$ cat src/sv/ose_pkg.sv
// types, constants and bit mapping for the oriented sprite expander
`timescale 1ns / 1ps

package ose_pkg;

  localparam int unsigned SpriteSide  = 8;
  localparam int unsigned CoordW      = $clog2(SpriteSide);
  localparam int unsigned CellW       = 2 * CoordW;
  localparam int unsigned SpriteBits  = SpriteSide * SpriteSide;
  localparam int unsigned PosW        = 12;
  localparam int unsigned RectPosW    = 13;
  localparam int unsigned ScaleW      = 4;
  localparam int unsigned ColorW      = 32;
  localparam int unsigned OffsetW     = CoordW + ScaleW;

  typedef enum logic [1:0] {
    MODE_NORMAL = 2'd0,
    MODE_FLIP   = 2'd1,
    MODE_ROT90  = 2'd2,
    MODE_ROT270 = 2'd3
  } mode_e;

  typedef struct packed {
    logic [PosW-1:0]       pos_x;
    logic [PosW-1:0]       pos_y;
    logic [ScaleW-1:0]     scale;
    logic [ColorW-1:0]     fg_color;
    logic [ColorW-1:0]     clear_color;
    logic [SpriteBits-1:0] sprite;
    mode_e                 mode;
  } cmd_t;

  typedef struct packed {
    logic [RectPosW-1:0] rect_x;
    logic [RectPosW-1:0] rect_y;
    logic [ScaleW-1:0]   rect_side;
    logic [ColorW-1:0]   rect_color;
    logic                last;
  } rect_t;

  // sprite bit read for cell (cx,cy) under each orientation
  function automatic logic [CellW-1:0] bit_index(mode_e m, logic [CoordW-1:0] cx,
                                                  logic [CoordW-1:0] cy);
    logic [CellW-1:0] idx;
    case (m)
      MODE_NORMAL: idx = {~cy, ~cx};
      MODE_FLIP:   idx = {cy, cx};
      MODE_ROT90:  idx = {~cx, cy};
      MODE_ROT270: idx = {cx, ~cy};
      default:     idx = '0;
    endcase
    return idx;
  endfunction

endpackage

$ cat src/sv/oriented_sprite_expander.sv
// oriented sprite expander: one sprite command in, 64 square fills out
`timescale 1ns / 1ps

// usage
// - input channel in_valid_i / in_ready_o carries one sprite command (cmd_t)
// - output channel out_valid_o / out_ready_i carries square-fill commands (rect_t),
//   64 per sprite, row-major with rows outer, last set on the 64th
// - the command transaction sets the busy flag; the first square then moves into the output register
// - throughput: one square per cycle while the receiver does not stall; the
//   cell counter that walks the 64 cells sets this rate
// - the next command is taken in the cycle the final cell moves into the
//   output register, so sprites run back to back with no gap
// - a stalled receiver holds the output register; the cell counter waits
//   and no square is lost or repeated
// - reset clears the busy flag, cell counter and output valid; the block
//   is ready for a command straight after reset
module oriented_sprite_expander (
  input  logic          clk_i,
  input  logic          rst_ni,
  input  logic          in_valid_i,
  output logic          in_ready_o,
  input  ose_pkg::cmd_t in_data_i,
  output logic          out_valid_o,
  input  logic          out_ready_i,
  output ose_pkg::rect_t out_data_o
);

  ose_pkg::cmd_t               cmd_q;
  logic                        busy_q, busy_d;
  logic [ose_pkg::CellW-1:0]   cell_q, cell_d;
  ose_pkg::rect_t              out_q, out_d;
  logic                        out_valid_q, out_valid_d;

  logic                        advance;
  logic                        last_cell;
  logic                        in_take;
  logic [ose_pkg::CoordW-1:0]  cx, cy;
  logic [ose_pkg::CellW-1:0]   bit_idx;
  logic [ose_pkg::OffsetW-1:0] off_x, off_y;

  always_comb begin
    advance    = busy_q && (!out_valid_q || out_ready_i);
    last_cell  = (cell_q == '1);
    in_ready_o = !busy_q || (advance && last_cell);
    in_take    = in_valid_i && in_ready_o;

    cx      = cell_q[ose_pkg::CoordW-1:0];
    cy      = cell_q[ose_pkg::CellW-1:ose_pkg::CoordW];
    bit_idx = ose_pkg::bit_index(cmd_q.mode, cx, cy);

    off_x = ose_pkg::OffsetW'(cx) * ose_pkg::OffsetW'(cmd_q.scale);
    off_y = ose_pkg::OffsetW'(cy) * ose_pkg::OffsetW'(cmd_q.scale);

    out_d.rect_x     = ose_pkg::RectPosW'(cmd_q.pos_x) + ose_pkg::RectPosW'(off_x);
    out_d.rect_y     = ose_pkg::RectPosW'(cmd_q.pos_y) + ose_pkg::RectPosW'(off_y);
    out_d.rect_side  = cmd_q.scale;
    out_d.rect_color = cmd_q.sprite[bit_idx] ? cmd_q.fg_color : cmd_q.clear_color;
    out_d.last       = last_cell;

    if (advance) begin
      out_valid_d = 1'b1;
    end else if (out_ready_i) begin
      out_valid_d = 1'b0;
    end else begin
      out_valid_d = out_valid_q;
    end

    // counter wraps back to zero after the final cell
    cell_d = advance ? cell_q + 1'b1 : cell_q;

    if (in_take) begin
      busy_d = 1'b1;
    end else if (advance && last_cell) begin
      busy_d = 1'b0;
    end else begin
      busy_d = busy_q;
    end
  end

  always_ff @(posedge clk_i or negedge rst_ni) begin
    if (!rst_ni) begin
      busy_q      <= 1'b0;
      cell_q      <= '0;
      out_valid_q <= 1'b0;
    end else begin
      busy_q      <= busy_d;
      cell_q      <= cell_d;
      out_valid_q <= out_valid_d;
    end
  end

  always_ff @(posedge clk_i) begin
    if (in_take) begin
      cmd_q <= in_data_i;
    end
    if (advance) begin
      out_q <= out_d;
    end
  end

  assign out_valid_o = out_valid_q;
  assign out_data_o  = out_q;

endmodule

$ cat config.mk
export PLATFORM = sky130hd
export DESIGN_NAME = oriented_sprite_expander
export DESIGN_NICKNAME = d
export VERILOG_FILES = /design/src/sv/ose_pkg.sv /design/src/sv/oriented_sprite_expander.sv
export SDC_FILE = /design/constraint.sdc
export NUM_CORES = 1
export LEC_CHECK = 0
export ABC_AREA = 1
export BUFFER_PORTS_ARGS = -buffer_cell sky130_fd_sc_hd__buf_2
export CORE_MARGIN = 5
export CORE_UTILIZATION = 49
export CTS_CLUSTER_SIZE = 24
export DETAILED_ROUTE_END_ITERATION = 16
export PLACE_DENSITY = 0.86
export SYNTH_ARGS = -nofsm -noshare
export SYNTH_HDL_FRONTEND = slang
export SYNTH_SLANG_ARGS = --single-unit
$ cat constraint.sdc
create_clock -name clk_i -period 8.4 [get_ports clk_i]
set_input_delay 0.42 -clock clk_i [delete_from_list [all_inputs] [get_ports clk_i]]
set_output_delay 0.42 -clock clk_i [all_outputs]
set_load 0.02 [all_outputs]
==> results of run 1 <==
[what timing repair did]
action / CTS / global route
hold buffers: 1 / 0
gates resized for setup: 0 / 0
endpoints found under the hold margin: 8 / 0
buffers inserted: 0 / 0
[cells in the mapped netlist (all sizes together), types with 4 or more instances]
| library cell | number | area (um2) |
|---|---|---|
| edfxtp | 221 | 6640 |
| nand2 | 159 | 706 |
| nand3 | 133 | 736 |
| inv | 75 | 287 |
| buf | 27 | 234 |
| ha | 21 | 263 |
| xor2 | 18 | 176 |
| fa | 14 | 280 |
| o21ai | 10 | 61.3 |
| xnor2 | 9 | 78.8 |
| dfrtp | 8 | 200 |
| a21oi | 6 | 30.0 |
| nand3b | 4 | 30.0 |
| nor2 | 4 | 15.0 |
[where the power goes]
group	leakage (nW)	internal (W)	switching (W)
combinational	2.51	0.000409	0.000816
sequential	2.15	0.00150	0.0000925
clock	0.372	0.000633	0.000406
total	5.03	0.00255	0.00131
[stage by stage]
step	power, W	instance area [um2]	setup slack [ns]	utilization, %	hold slack [ns]
after detailed placement	0.00285	11000	4.53	56.5	0.274
after global routing	0.00410	11800	4.10	60.6	0.0572
final	0.00386	11800	4.44	60.6	0.0828
after global placement	0.00280	11000	4.70	56.5	0.271
after CTS	0.00390	11800	4.49	60.6	0.0578
after floorplan	0.00259	9780	2.31	-	0.124
[worst max path at each step]
stage,from,to,cells after the start
2_1_floorplan,cell_q[2],cmd_q[0],7
5_1_grt,cmd_q[1],out_data_o[32],14
6_report,cmd_q[1],out_data_o[32],14
3_3_place_gp,cell_q[2],out_data_o[61],11
4_1_cts,cell_q[2],out_data_o[61],11
3_5_place_dp,cell_q[2],out_data_o[61],11
[registers in the layout (all words and copies together), names as in the netlist]
register / count
cmd_q: 158
out_data_o: 63
cell_q: 6
busy_q: 1
out_valid_o: 1
[layout by cell type, fill, tap and decap left out, types with 4 or more instances in the layout]
master / netlist / layout
fa_1: 14 / 14
o21ai_0: 8 / 8
clkbuf_16: 0 / 25
inv_1: 70 / 69
xnor2_1: 9 / 9
ha_1: 21 / 21
xor2_1: 17 / 17
buf_2: 10 / 226
nand3_1: 122 / 122
nand3_2: 9 / 9
clkbuf_1: 0 / 5
nand2_2: 31 / 31
edfxtp_1: 221 / 221
inv_2: 3 / 4
nand2_1: 125 / 125
dfrtp_1: 8 / 8
nand3b_1: 4 / 4
a21oi_1: 6 / 6
[layout make-up]
type	instances	area (um2)
tap	265	332
sequential	229	6840
clock inverter	11	135
inverter	75	287
fill	1500	7690
multi-input combinational	384	2420
timing repair buffer	229	1170
antenna	3	7.51
clock buffer	30	644
[layer usage]
layer,global-route usage [%],vias up,routed length (um),part of all wire [%]
met4,6.75,0,694,3.4
li1,-,2939,-,-
met5,0,-,0,0
met1,21.4,2920,7580,38
met3,3.59,44,1630,8.1
met2,29.7,265,10200,51
[worst register-to-register path, cell delays in order, from the launching register on]
cell and delay (ns):
edfxtp_1 0.64, inv_1 0.16, nand2_1 0.13, nand3_2 0.48
nand2_2 0.72, inv_1 0.19, nand2_1 0.11, nand3_1 0.07
nand3_1 0.08, nand3_1 0.09, nand3_2 0.11, nand3_4 0.36
nand2_8 0.46, nand2_1 0.14, nand2_1 0.09
[logic make-up (layout without fill, tap and decap cells)]
group	Yosys count	count (layout)	synth area share [%]
other	0	3	0
buffers and inverters	102	345	5.33
xor gates and xnor gates	27	27	2.61
and+or+nand+nor	304	304	15.5
DFF	229	229	70.0
adders and majority gates	35	35	5.56
AOI/OAI and AO/OA	18	18	1.09
==> reports/qor.yml, run 1 <==
outcome: "finished clean"
slew-limit-headroom_pct: 40.9
post-dp-hpwl_um: 14300
critPathBufInv: 2
avgSynthCellArea_um2: 13.7
nNetsFinal: 1140
die_area_um2: 22900
grt_pass1_vias: 6242
insertion_delay_ns: 0.51
whs_endpoint: "cmd_q[122]"
yosys.cell_types.count: 31
grt_pass1_wl_um: 31000
clock-skew-final_ns: 0.0236
cp_max_fo: 33
final.setup.tns_ns: 0
synth-main-ff-cell: "edfxtp_1"
std_cell_rows: 51
cts-buffers-inserted: 24
holdCritPathClass: "in -> reg"
initial_core_util_pct: 50.1
vias_per_cell: 5.03
grt_max_degree: 159
powerDensity_nw_per_um2: 326
power_leakage_nw: 5.03
cpMostUsedCell: "nand2_1"
period_share_pct: 47.2
tightest_slew_ns: 0.887
cts.sinks: 229
gp_congestion: 0.839
clockBufferDepth: 3
wl_per_cell_um: 16.4
grt_use_total_pct: 17.2
cts_root_buffer: "clkbuf_16"
ys_seq_area_share_pct: 70.0
max_freq_ghz: 0.252
irDropWorstVdd_mv: 0.188
syn_nets: 912
hold_violations: 0
drive_gt1_share_pct: 33.0
end_kind: "register"
placed_cells: 1181
drtIter0Drc: 319
grt_overflow: 0
slew_violations: 0
synthCells: 715
r2r-start: "cmd_q[1]"
synthArstFlopShare_pct: 3.49
rsz0062_at_grt: "no"
route.vias.total: 6168
instances_no_fill: 1226
timing.final.crit_period_ns: 3.96
wl_um: 20100
syn_area_um2: 9770
crit_family: "simple AND/OR/NAND/NOR gates"
cts_tree: "done"
ctsHtreeMaxLevel: 1
r2r_end: "out_data_o[32]"
core-area_um2: 19500
synth-edff-count: 221
grt_antenna_before_repair: 1
drt-pass1-iter-count: 5
cp.arrival_ns: 4.34
path_clk_slew_ns: 0.06
yosysWarnings: 0
finalSetupViolations: 0
slowest_delay_ns: 0.71
die_h_um: 151
place.port_buffers: 226
die_x_um: 151
ys_ff_latch: 229
area_growth_syn_to_layout_pct: 21.1
route.detailed.drc: 0
worstPathRequired_ns: 8.77
worstHoldStart: "in_data_i[122]"
hold_depth: 1
ios: 227
crit_slowest_cell: "nand2_2"
critical_path_class: "reg -> reg"
rr_worst_depth: 14
max-cap-violations: 0
path_cells: "inv_1, nand2_1, nand3_2, nand2_2, inv_1, nand2_1, nand3_1, nand3_1, nand3_1, nand3_2, nand3_4, nand2_8, nand2_1, nand2_1"
start_kind: "register"
ant_nets: 0
r2r_slack_ns: 4.44
(Power assumes the default switching activity.)
==> run 2, diff against run 1 <==
--- a/config.mk
+++ b/config.mk
@@ -8,10 +8,10 @@
 export ABC_AREA = 1
 export BUFFER_PORTS_ARGS = -buffer_cell sky130_fd_sc_hd__buf_2
 export CORE_MARGIN = 5
-export CORE_UTILIZATION = 49
+export CORE_UTILIZATION = 54
 export CTS_CLUSTER_SIZE = 24
 export DETAILED_ROUTE_END_ITERATION = 16
-export PLACE_DENSITY = 0.86
+export PLACE_DENSITY = 0.89
 export SYNTH_ARGS = -nofsm -noshare
 export SYNTH_HDL_FRONTEND = slang
 export SYNTH_SLANG_ARGS = --single-unit
==> constraint.sdc (replaced) <==
create_clock -name clk_i -period 3.8 [get_ports clk_i]
set_input_delay 0.19 -clock clk_i [delete_from_list [all_inputs] [get_ports clk_i]]
set_output_delay 0.19 -clock clk_i [all_outputs]
set_load 0.02 [all_outputs]
==> reports/qor.yml, run 2 (synthesis results as in run 1) <==
outcome: "finished clean"  # unchanged
drive_gt1_share_pct: 28.6  # was 33.0%
rsz0062_at_grt: "no"  # unchanged
design_area_um2: 13400  # was 11800 um2
cts_root_buffer: "clkbuf_16"  # unchanged
slowest_delay_ns: 0.53  # was 0.71 ns
insertion_delay_ns: 0.51  # about the same
grt_overflow: 0  # unchanged
initial_core_util_pct: 54.6  # was 50.1%
cts_tree: "done"  # unchanged
die_area_um2: 20900  # was 22900 um2
cts.sinks: 229  # unchanged
max_freq_ghz: 0.286  # was 0.252 GHz
vias_per_cell: 5.28  # was 5.03
final_common_cell: "buf_2"  # unchanged
wl_um: 25600  # was 20100 um
largest_reg_flops: 158  # unchanged
power_leakage_nw: 5.71  # was 5.03 nW
route.detailed.drc: 0  # unchanged
largest-register: "cmd_q"  # unchanged
clock-skew-final_ns: 0.0227  # was 0.0236 ns
place.port_buffers: 226  # unchanged
grt_max_degree: 74  # was 159
gp_congestion: 0.846  # was 0.839
powerDensity_nw_per_um2: 650  # was 326 nW/um2
ant_nets: 0  # unchanged
grt_pass1_wl_um: 39200  # was 31000 um
placed_cell_area_um2: 11100  # was 11000 um2
route.vias.total: 7153  # was 6168
area_growth_syn_to_layout_pct: 37.2  # was 21.1%
clockBufferDepth: 3  # unchanged
grt_antenna_before_repair: 0  # was 1
period_share_pct: 92.0  # was 47.2%
std_cell_rows: 49  # was 51
ios: 227  # unchanged
cts-buffers-inserted: 24  # unchanged
timing.final.crit_period_ns: 3.50  # was 3.96 ns
max-cap-violations: 0  # unchanged
post-dp-hpwl_um: 14700  # was 14300 um
mostFrequentLayoutCells: "buf_2 (226), edfxtp_1 (221), dlygate4sd3_1 (161)"  # was buf_2 (226), edfxtp_1 (221), nand2_1 (125)
nNetsFinal: 1306  # was 1140
crit_slowest_cell: "dfrtp_1"  # was nand2_2
tightest_slew_ns: 0.726  # was 0.887 ns
die_x_um: 145  # was 151 um
cpMostUsedCell: "fa_1"  # was nand2_1
drtIter0Drc: 520  # was 319
path_clk_slew_ns: 0.07  # was 0.06 ns
path_cells: "nand2_1, fa_1, inv_1, fa_1, inv_1, fa_1, o21ai_0, a21oi_1, o21ai_1, nand4_1, xnor2_1"  # was inv_1, nand2_1, nand3_2, nand2_2, inv_1, nand2_1, nand3_1, nand3_1, nand3_1, nand3_2, nand3_4, nand2_8, nand2_1, nand2_1
grt_use_total_pct: 24.3  # was 17.2%
start_kind: "register"  # unchanged
core-area_um2: 17900  # was 19500 um2
finalSetupViolations: 0  # unchanged
p_total_w: 0.00872  # was 0.00386 W
holdCritPathClass: "in -> async"  # was in -> reg
end_kind: "register"  # unchanged
cp_max_fo: 9  # was 33
ctsHtreeMaxLevel: 1  # unchanged
slew_violations: 0  # unchanged
slew-limit-headroom_pct: 51.5  # was 40.9%
cp.arrival_ns: 3.74  # was 4.34 ns
die_h_um: 145  # was 151 um
grt_pass1_vias: 7568  # was 6242
irDropWorstVdd_mv: 0.620  # was 0.188 mV
critical_path_class: "reg -> reg"  # unchanged
critPathBufInv: 2  # unchanged
wl_per_cell_um: 18.9  # was 16.4 um
drt-pass1-iter-count: 7  # was 5
diodes: 0  # was 3
crit_family: "adder cells"  # was simple AND/OR/NAND/NOR gates
worstPathRequired_ns: 4.05  # was 8.77 ns
hold_violations: 0  # unchanged
## run 2: cell count changes in the layout (fill, tap and decap cells not counted), sizes merged
cell	before	now
clkinvlp	3	1
buf	228	234
bufinv	3	1
diode	3	0
clkbuf	30	33
dlygate4sd3	1	161
clkinv	5	7
## run 2: worst paths after layout
kind | from | to | slack (ns) | depth (start not counted)
worst min-delay path | rst_ni | cell_q[4] | 0.08 | 2
worst min register to register | out_valid_o | out_valid_o | 0.51 | 2
worst max-delay path | cell_q[0] | out_data_o[61] | 0.30 | 11
max in group asynchronous | rst_ni | cell_q[3] | 3.52 | 2
min in group clk_i | in_data_i[124] | cmd_q[124] | 0.39 | 2
worst max register to register | cell_q[0] | out_data_o[61] | 0.30 | 11
## run 2: worst reg2reg max path, stage by stage, from the launching register on
cell and delay [ns]:
dfrtp_1 0.53, nand2_1 0.13, fa_1 0.50, inv_1 0.05
fa_1 0.52, inv_1 0.06, fa_1 0.46, o21ai_0 0.33
a21oi_1 0.12, o21ai_1 0.24, nand4_1 0.16, xnor2_1 0.15
## run 2: repair_timing
item	4_1_cts	5_1_grt
resized for setup	0	1
endpoints found under the hold margin	168	0
hold buffers	161	0
setup buffers	0	0
setup endpoints to repair	0	1
## run 2: per-layer routing
metal / GRT usage (%) / wire length, um / part of all wire (%) / vias to the layer above
li1: - / - / - / 3260
met1: 29.9 / 9240 / 36 / 3428
met2: 42.7 / 13200 / 52 / 390
met3: 4.83 / 2150 / 8.4 / 75
met4: 8.69 / 942 / 3.7 / 0
met5: 0 / 0 / 0 / -
## run 2: final cells by class
cell class              count  area (um2)
multi-input cells         384        2440
well taps                 229         287
repair buffers            395        2830
flip-flops and latches    229        6840
inverters                  75         287
clock inverters             9        67.6
clock buffers              33         656
fillers                  1062        4500
## run 2: power by group
part	switching (W)	total, W	internal [W]
clock network	0.000941	0.00221	0.00127
registers	0.000194	0.00352	0.00332
logic	0.00195	0.00299	0.00104
## run 2: metrics by stage
stage               worst slack (ns)  hold slack [ns]  instances  TNS, ns  utilization [%]
global route                  0.0907           0.0826       1354        0             74.9
CTS                            0.205           0.0475       1354        0             74.9
finish                         0.304           0.0773       1354        0             74.9
detailed placement             0.206           0.0531       1151        0             61.8
floorplan                    -0.0621           -0.106        715    -9.81                -
global placement               0.400           0.0493       1151        0             61.8
